$ cat config.mk
export PLATFORM = sky130hd
export DESIGN_NAME = indexed_list_engine_unit
export DESIGN_NICKNAME = d
export VERILOG_FILES = /design/src/rtl/ile_pkg.sv /design/src/rtl/ile_cell.sv /design/src/rtl/indexed_list_engine_unit.sv
export SDC_FILE = /design/constraint.sdc
export NUM_CORES = 2
export LEC_CHECK = 0
export BUFFER_PORTS_ARGS = -buffer_cell sky130_fd_sc_hd__buf_2
export CAP_MARGIN = 0
export CELL_PAD_IN_SITES_DETAIL_PLACEMENT = 1
export CELL_PAD_IN_SITES_GLOBAL_PLACEMENT = 2
export CORE_ASPECT_RATIO = 1.25
export CORE_MARGIN = 2
export CORE_UTILIZATION = 35
export DETAILED_ROUTE_END_ITERATION = 8
export PLACE_DENSITY_LB_ADDON = 0.12
export SLEW_MARGIN = 20
export SYNTH_ARGS = -nofsm -noshare
export SYNTH_HDL_FRONTEND = slang
export SYNTH_SLANG_ARGS = --single-unit
export TNS_END_PERCENT = 10
$ cat constraint.sdc
create_clock -name clock -period 13.1 [get_ports clock]
set_clock_uncertainty 0.1 [all_clocks]
set_input_delay 1.965 -clock clock [delete_from_list [all_inputs] [get_ports clock]]
set_output_delay 1.965 -clock clock [all_outputs]
set_load 0.03 [all_outputs]
$ cat src/rtl/ile_pkg.sv
// Shared types and defaults for the indexed list engine.
// Holds request and status codes, the cell command struct and parameter defaults.
// No dependencies.
package ile_pkg;

   // Default sizes of the list.
   localparam int DEPTH_DEF  = 16;
   localparam int WORD_W_DEF = 32;

   // Request codes carried in the request tuser.
   typedef enum logic [2:0] {
      REQ_ADD_BACK   = 3'd0,
      REQ_ADD_FRONT  = 3'd1,
      REQ_POP_BACK   = 3'd2,
      REQ_POP_FRONT  = 3'd3,
      REQ_INSERT     = 3'd4,
      REQ_REMOVE     = 3'd5,
      REQ_REVERSE    = 3'd6,
      REQ_NONE       = 3'd7
   } req_code_type;

   // Status codes carried in the response tuser.
   typedef enum logic [1:0] {
      STS_OK     = 2'd0,
      STS_EMPTY  = 2'd1,
      STS_FULL   = 2'd2,
      STS_BADIDX = 2'd3
   } status_type;

   // What every cell of the row does.
   typedef enum logic [2:0] {
      CELL_HOLD,
      CELL_INSERT,
      CELL_REMOVE,
      CELL_LOAD_TAG,
      CELL_SORT
   } cell_op_type;

   typedef struct packed {
      cell_op_type op;
      logic        phase;
   } cell_cmd_type;

endpackage

$ cat src/rtl/ile_cell.sv
// One storage cell of the list row: a data word plus a destination tag.
// Shifts with its neighbors on insert and remove, and does odd-even exchange
// on the tags during a reverse. Depends on ile_pkg.
module ile_cell #(
   parameter int DEPTH  = ile_pkg::DEPTH_DEF,
   parameter int WORD_W = ile_pkg::WORD_W_DEF,
   parameter int IDX    = 0
) (
   input  logic                             clock,
   input  ile_pkg::cell_cmd_type            cmd,
   input  logic [$clog2(DEPTH+1)-1:0]       pos,
   input  logic [$clog2(DEPTH+1)-1:0]       cnt,
   input  logic [WORD_W-1:0]                word_new,
   input  logic [WORD_W-1:0]                left_word,
   input  logic [$clog2(DEPTH)-1:0]         left_tag,
   input  logic [WORD_W-1:0]                right_word,
   input  logic [$clog2(DEPTH)-1:0]         right_tag,
   output logic [WORD_W-1:0]                word_q,
   output logic [$clog2(DEPTH)-1:0]         tag_q
);
   import ile_pkg::*;

   localparam int CNT_W = $clog2(DEPTH + 1);
   localparam int IDX_W = $clog2(DEPTH);
   localparam logic [CNT_W-1:0] MY_CNT = CNT_W'(IDX);
   localparam logic [IDX_W-1:0] MY_TAG = IDX_W'(IDX);
   localparam logic IS_FIRST = (IDX == 0);
   localparam logic IS_LAST  = (IDX == DEPTH - 1);
   localparam logic PAR      = ((IDX % 2) == 1);

   logic [WORD_W-1:0] word_ff, word_in;
   logic [IDX_W-1:0]  tag_ff, tag_in;

   // Next word and tag from the broadcast command and the neighbors.
   always_comb begin
      word_in = word_ff;
      tag_in  = tag_ff;
      unique case (cmd.op)
         CELL_INSERT: begin
            if (MY_CNT == pos) begin
               word_in = word_new;
            end else if (MY_CNT > pos && MY_CNT <= cnt && !IS_FIRST) begin
               word_in = left_word;
            end
         end
         CELL_REMOVE: begin
            if (MY_CNT >= pos && ({1'b0, MY_CNT} + 1'b1) < {1'b0, cnt} && !IS_LAST) begin
               word_in = right_word;
            end
         end
         CELL_LOAD_TAG: begin
            // Cells inside the list aim at the mirrored place; the rest stay put.
            if (MY_CNT < cnt) begin
               tag_in = IDX_W'(cnt - MY_CNT - 1'b1);
            end else begin
               tag_in = MY_TAG;
            end
         end
         CELL_SORT: begin
            if (cmd.phase == PAR && !IS_LAST) begin
               if (tag_ff > right_tag) begin
                  word_in = right_word;
                  tag_in  = right_tag;
               end
            end else if (cmd.phase != PAR && !IS_FIRST) begin
               if (left_tag > tag_ff) begin
                  word_in = left_word;
                  tag_in  = left_tag;
               end
            end
         end
         default: begin
            word_in = word_ff;
            tag_in  = tag_ff;
         end
      endcase
   end

   // Payload registers, no reset.
   always_ff @(posedge clock) begin
      word_ff <= word_in;
      tag_ff  <= tag_in;
   end

   assign word_q = word_ff;
   assign tag_q  = tag_ff;

endmodule

$ cat src/rtl/indexed_list_engine_unit.sv
// Indexed list engine: an ordered list of DEPTH words kept in a row of cells.
// For push, pop, insert and remove the response is registered and shows in the
// cycle after the request transaction, one per cycle while the response port is
// ready. Reverse responds the same way, then, for a list of two or more words, the
// row runs DEPTH odd-even exchange rounds, during which no request is taken.
// Reset is synchronous, active high, and empties the list; cell words are not cleared.
module indexed_list_engine_unit #(
   parameter int DEPTH  = ile_pkg::DEPTH_DEF,
   parameter int WORD_W = ile_pkg::WORD_W_DEF
) (
   input  logic clock,
   input  logic reset,
   input  logic req_tvalid,
   output logic req_tready,
   // position, word_in (from bit 0), zero padded to bytes
   input  logic [((($clog2(DEPTH+1) + WORD_W) + 7) / 8) * 8 - 1:0] req_tdata,
   // req_type
   input  logic [2:0] req_tuser,
   output logic rsp_tvalid,
   input  logic rsp_tready,
   // word_out, count_out (from bit 0), zero padded to bytes
   output logic [((($clog2(DEPTH+1) + WORD_W) + 7) / 8) * 8 - 1:0] rsp_tdata,
   // status
   output logic [1:0] rsp_tuser
);
   import ile_pkg::*;

   localparam int CNT_W  = $clog2(DEPTH + 1);
   localparam int IDX_W  = $clog2(DEPTH);
   localparam int DATA_W = ((CNT_W + WORD_W + 7) / 8) * 8;
   localparam logic [CNT_W-1:0] FULL_CNT  = CNT_W'(DEPTH);
   localparam logic [IDX_W-1:0] LAST_RND  = IDX_W'(DEPTH - 1);

   typedef enum logic [1:0] {
      ST_IDLE = 2'b01,
      ST_SORT = 2'b10
   } fsm_type;

   // Request fields.
   req_code_type      req_code;
   logic [CNT_W-1:0]  req_pos;
   logic [WORD_W-1:0] req_word;
   logic              req_fire;

   assign req_code = req_code_type'(req_tuser);
   assign req_pos  = req_tdata[CNT_W-1:0];
   assign req_word = req_tdata[CNT_W +: WORD_W];

   fsm_type           state_ff, state_in;
   logic [IDX_W-1:0]  round_ff, round_in;
   logic [CNT_W-1:0]  count_ff, count_in;

   logic              rsp_valid_ff, rsp_valid_in;
   status_type        rsp_status_ff, rsp_status_in;
   logic [WORD_W-1:0] rsp_word_ff, rsp_word_in;
   logic [CNT_W-1:0]  rsp_count_ff;

   cell_cmd_type      cmd;
   logic [CNT_W-1:0]  cell_pos;
   logic [IDX_W-1:0]  rd_idx;
   logic [WORD_W-1:0] rd_word;

   logic [WORD_W-1:0] cell_word [DEPTH];
   logic [IDX_W-1:0]  cell_tag  [DEPTH];

   // Take a request only between reverses and when the response slot frees up.
   assign req_tready = (state_ff == ST_IDLE) && (!rsp_valid_ff || rsp_tready);
   assign req_fire   = req_tvalid && req_tready;

   // Word taken out by a pop or remove.
   assign rd_word = cell_word[rd_idx];

   // Request decode and exchange rounds: status, new count, row command and read place.
   always_comb begin
      count_in      = count_ff;
      state_in      = state_ff;
      round_in      = round_ff;
      rsp_status_in = STS_OK;
      rsp_word_in   = '0;
      cmd.op        = CELL_HOLD;
      cmd.phase     = round_ff[0];
      cell_pos      = req_pos;
      rd_idx        = req_pos[IDX_W-1:0];
      unique case (state_ff)
         ST_SORT: begin
            cmd.op   = CELL_SORT;
            round_in = round_ff + 1'b1;
            if (round_ff == LAST_RND) begin
               state_in = ST_IDLE;
            end
         end
         ST_IDLE: begin
            if (req_fire) begin
               unique case (req_code)
                  REQ_ADD_BACK, REQ_ADD_FRONT, REQ_INSERT: begin
                     if (req_code == REQ_ADD_BACK) begin
                        cell_pos = count_ff;
                     end else if (req_code == REQ_ADD_FRONT) begin
                        cell_pos = '0;
                     end
                     if (req_code == REQ_INSERT && req_pos > count_ff) begin
                        rsp_status_in = STS_BADIDX;
                     end else if (count_ff == FULL_CNT) begin
                        rsp_status_in = STS_FULL;
                     end else begin
                        cmd.op   = CELL_INSERT;
                        count_in = count_ff + 1'b1;
                     end
                  end
                  REQ_POP_BACK, REQ_POP_FRONT, REQ_REMOVE: begin
                     if (req_code == REQ_POP_BACK) begin
                        cell_pos = count_ff - 1'b1;
                     end else if (req_code == REQ_POP_FRONT) begin
                        cell_pos = '0;
                     end
                     rd_idx = cell_pos[IDX_W-1:0];
                     if (count_ff == '0) begin
                        rsp_status_in = STS_EMPTY;
                     end else if (req_code == REQ_REMOVE && req_pos >= count_ff) begin
                        rsp_status_in = STS_BADIDX;
                     end else begin
                        cmd.op      = CELL_REMOVE;
                        count_in    = count_ff - 1'b1;
                        rsp_word_in = rd_word;
                     end
                  end
                  REQ_REVERSE: begin
                     if (count_ff > CNT_W'(1)) begin
                        cmd.op   = CELL_LOAD_TAG;
                        state_in = ST_SORT;
                        round_in = '0;
                     end
                  end
                  default: begin
                     rsp_status_in = STS_OK;
                  end
               endcase
            end
         end
         default: begin
            state_in = ST_IDLE;
         end
      endcase
   end

   // Response slot fills on a request and empties on a response transaction.
   always_comb begin
      rsp_valid_in = rsp_valid_ff;
      if (req_fire) begin
         rsp_valid_in = 1'b1;
      end else if (rsp_tready) begin
         rsp_valid_in = 1'b0;
      end
   end

   // Control registers.
   always_ff @(posedge clock) begin
      if (reset) begin
         state_ff     <= ST_IDLE;
         round_ff     <= '0;
         count_ff     <= '0;
         rsp_valid_ff <= 1'b0;
      end else begin
         state_ff     <= state_in;
         round_ff     <= round_in;
         count_ff     <= count_in;
         rsp_valid_ff <= rsp_valid_in;
      end
   end

   // Response payload.
   always_ff @(posedge clock) begin
      if (req_fire) begin
         rsp_status_ff <= rsp_status_in;
         rsp_word_ff   <= rsp_word_in;
         rsp_count_ff  <= count_in;
      end
   end

   // Row of cells, each wired to its two neighbors.
   for (genvar g = 0; g < DEPTH; g++) begin : g_cell
      logic [WORD_W-1:0] lw, rw;
      logic [IDX_W-1:0]  lt, rt;
      if (g == 0) begin : g_lf
         assign lw = '0;
         assign lt = '0;
      end else begin : g_ln
         assign lw = cell_word[g-1];
         assign lt = cell_tag[g-1];
      end
      if (g == DEPTH - 1) begin : g_rf
         assign rw = '0;
         assign rt = '0;
      end else begin : g_rn
         assign rw = cell_word[g+1];
         assign rt = cell_tag[g+1];
      end
      ile_cell #(
         .DEPTH  (DEPTH),
         .WORD_W (WORD_W),
         .IDX    (g)
      ) u_cell (
         .clock      (clock),
         .cmd        (cmd),
         .pos        (cell_pos),
         .cnt        (count_ff),
         .word_new   (req_word),
         .left_word  (lw),
         .left_tag   (lt),
         .right_word (rw),
         .right_tag  (rt),
         .word_q     (cell_word[g]),
         .tag_q      (cell_tag[g])
      );
   end

   // Response ports.
   assign rsp_tvalid = rsp_valid_ff;
   assign rsp_tuser  = rsp_status_ff;
   assign rsp_tdata  = DATA_W'({rsp_count_ff, rsp_word_ff});

   // The count never passes the list depth.
   a_count_range: assert property (@(posedge clock) disable iff (reset)
      count_ff <= FULL_CNT)
      else $error("list count above depth");

   // The count moves only as the result of a request transaction.
   a_count_stable: assert property (@(posedge clock) disable iff (reset)
      !req_fire |=> $stable(count_ff))
      else $error("list count changed without a request");

   // Every request leaves a response that reports the new count.
   a_rsp_count: assert property (@(posedge clock) disable iff (reset)
      req_fire |=> (rsp_valid_ff && rsp_count_ff == count_ff))
      else $error("response count does not match list count");

   // A reverse of two or more words starts the exchange rounds.
   a_rev_sort: assert property (@(posedge clock) disable iff (reset)
      (req_fire && req_code == REQ_REVERSE && count_ff > CNT_W'(1))
      |=> (state_ff == ST_SORT && round_ff == '0))
      else $error("reverse did not start exchange rounds");

endmodule
==> results.json <==
{
  "status": "finished clean",
  "synth_edf_count": 615,
  "rsz0062_at_grt": "false",
  "synth_seq_cells": 627,
  "numClockSinks": 627,
  "use_met3_pct": 4.18,
  "max_freq_ghz": 0.149,
  "drive_above_1_share_pct": 14.7,
  "cts_max_level": 3,
  "setup_tns_ps": 0,
  "min_period_ps": 6710,
  "p_sw_mw": 1.84,
  "path_buf_inv": 3,
  "synth.area.top_cells": "edfxtp_1 49%, a221o_1 12%, mux2i_1 6.0%",
  "via_per_inst": 6.45,
  "initial_core_util_pct": 35.1,
  "cts_buffer_depth": 3,
  "relSlewSlack_pct": 25.5,
  "drtAntennaViolNets": 0,
  "cts_resized": 0,
  "cpLargestDelayFamily": "buffers and inverters",
  "cp-start-kind": "register",
  "die_width_um": 296,
  "grt_pass1_vias": 31000,
  "fill_cells": 11200,
  "internal-power_mw": 4.02,
  "antenna_found_initial": 19,
  "setup_violations": 0,
  "final_cell_mix": "615 x edfxtp_1, 450 x a221o_1, 335 x and2_1",
  "synth.yosys.seq_area_share_pct": 50.0,
  "portBuffers": 84,
  "ys_types": 77,
  "ff2ff_setup_slack_ps": 6390,
  "period_share_pct": 51.2,
  "dpl_cell_area_sq_um": 39500,
  "crit_required_ps": 13280,
  "min_path_type": "reg -> reg",
  "async_flop_share_pct": 0,
  "p_leak_nw": 15.3,
  "area_delta_synth_final_pct": 11.9,
  "rows": 134,
  "drt-initial-drc-count": 2697,
  "cts_root_buffer": "clkbuf_16",
  "cts_tree": "done",
  "seqPwrFrac_pct": 43.7,
  "cts_buffers": 74,
  "crit_slowest_cell": "buf_4",
  "vias": 29800,
  "pwr-share-clk_pct": 35.1,
  "synth_area_sq_um": 37400,
  "drv_cap": 0,
  "gr-usage-all-layers_pct": 28.6,
  "layout_commonest_cell": "edfxtp_1",
  "syn_inst": 3178,
  "stdcell_area_sq_um": 41900,
  "gr-usage-met2_pct": 46.8,
  "use_met1_pct": 37.4,
  "firstDrtPassIters": 5,
  "crit_path_end_kind": "register",
  "ir_worst_vdd_uv": 91.1,
  "nets": 3250,
  "pwr_density_cell_nw_per_um2": 140,
  "avgSynthCellArea_sq_um": 11.8,
  "drc": 0,
  "yosys_most_used_dff": "edfxtp_1",
  "clk_latency_ps": 660,
  "whs_ps": 436,
  "clk_pin_slew_ps": 60,
  "worst_slew_pin_slew_ps": 1120,
  "grt_busiest_layer": "met2",
  "yosysWarningCount": 0,
  "wl_per_cell_um": 34.1,
  "grt_max_degree": 200,
  "drv_slew": 0,
  "post-dp-hpwl_um": 88200,
  "drt-total-wl_um": 158000,
  "gp_congestion": 0.805,
  "crit_type": "reg -> reg",
  "coreArea_sq_um": 106000,
  "grt_pass1_wl_um": 228000,
  "pin_count": 91,
  "post_cts.repair.setup_buffers": 0,
  "hold_buffers": 0,
  "fp.dieH_um": 370,
  "dieArea_sq_um": 110000,
  "crit_fanout": 87,
  "critPathArrivalTime_ps": 6890,
  "total_power_mw": 5.86,
  "yosysTopAreaCell": "edfxtp_1",
  "grt_remaining_overflow": 0,
  "crit_chain": "clkinv_1 -> ha_1 -> a21bo_2 -> o211ai_1 -> a2111o_1 -> a211o_1 -> or2_4 -> buf_4 -> a21oi_1 -> a2111oi_2 -> buf_4",
  "p_comb_share_pct": 21.2,
  "p_sw_share_pct": 31.4,
  "crit_top_cell": "buf_4",
  "synth_top_area_share_pct": 49.4,
  "hold_viol": 0,
  "critical-path-max-stage-delay_ps": 960
}
==> synth_stat cells (all sizes together), types with 58 or more instances <==
master / instances
mux2i: 225
and3: 125
inv: 77
o21ai: 73
edfxtp: 615
o211ai: 69
a22oi: 87
buf: 69
a21oi: 58
ha: 83
a221o: 450
nor2: 66
clkbuf: 232
mux2: 136
nand2: 146
and2: 336
==> state kept, by name, indices dropped and copies added, names as in the netlist <==
name                  cells
state_ff                  2
rsp_count_ff              5
rsp_tvalid                1
g_cell.u_cell.tag_q      64
round_ff                  4
rsp_tuser                 2
count_ff                  5
rsp_word_ff              32
g_cell.u_cell.word_q    512
==> power groups by stage <==
| stage | registers [mW] | logic [mW] | clock network (mW) |
|---|---|---|---|
| final | 2.56 | 1.24 | 2.06 |
| after global routing | 2.58 | 1.31 | 2.16 |
| after CTS | 2.56 | 1.23 | 2.10 |
| after detailed placement | 2.60 | 1.23 | 0 |
| after global placement | 2.59 | 1.21 | 0 |
| after floorplan | 2.60 | 0.716 | 0 |
==> per-stage QoR <==
stage | util [%] | cells | worst slack (ps)
global placement | 37.1 | 4472 | 6180
detailed placement | 37.1 | 4472 | 6150
global route | 39.3 | 4614 | 6190
floorplan | - | 3180 | 2770
CTS | 39.3 | 4607 | 6420
finish | 39.3 | 4616 | 6390
==> cell families after synthesis <==
group / count (synthesis) / synth area share (%)
AO/OA/AOI/OAI: 891 / 20.2
AND/OR/NAND/NOR: 821 / 12.4
flip-flops: 627 / 50.0
buffers and inverters: 379 / 4.11
multiplexers: 361 / 10.1
adder cells (fa/ha/maj): 83 / 2.78
XOR/XNOR: 15 / 0.351
other: 1 / 0.0100
==> per-layer routing <==
layer	vias up	wire [um]
li1	12600	-
met1	15700	66300
met2	1224	74900
met3	324	9600
met4	0	6830
met5	-	0
==> worst reg2reg max path, cell delays in order, from the launching register on <==
cell and delay [ps]:
dfxtp_1 770, clkinv_1 660, ha_1 550, a21bo_2 260, o211ai_1 250, a2111o_1 200
a211o_1 530, or2_4 670, buf_4 1000, a21oi_1 220, a2111oi_2 350, buf_4 730
==> cell type report <==
type / count / area (sq um) / share of cell area [%]
clock buffers: 102 / 2040 / 4.88
inverters: 78 / 293 / 0.700
multi-input cells: 2174 / 17700 / 42.3
diodes: 9 / 22.5 / 0.0538
flip-flops and latches: 627 / 18700 / 44.7
well taps: 1428 / 1790 / 4.27
clock inverters: 33 / 239 / 0.571
repair buffers: 165 / 1050 / 2.52
==> path summary, 6_finish.rpt <==
| path | start | to | depth (start not counted) |
|---|---|---|---|
| setup / recovery | count_ff[2]$_SDFF_PP0_ | g_cell[7].u_cell.word_q[5]$_DFFE_PP_ | 11 |
| hold / removal | state_ff[0]$_SDFFE_PP1P_ | state_ff[0]$_SDFFE_PP1P_ | 2 |
| setup reg to reg | count_ff[2]$_SDFF_PP0_ | g_cell[7].u_cell.word_q[5]$_DFFE_PP_ | 11 |
| hold reg to reg | state_ff[0]$_SDFFE_PP1P_ | state_ff[0]$_SDFFE_PP1P_ | 2 |
(Power assumes the default switching activity.)
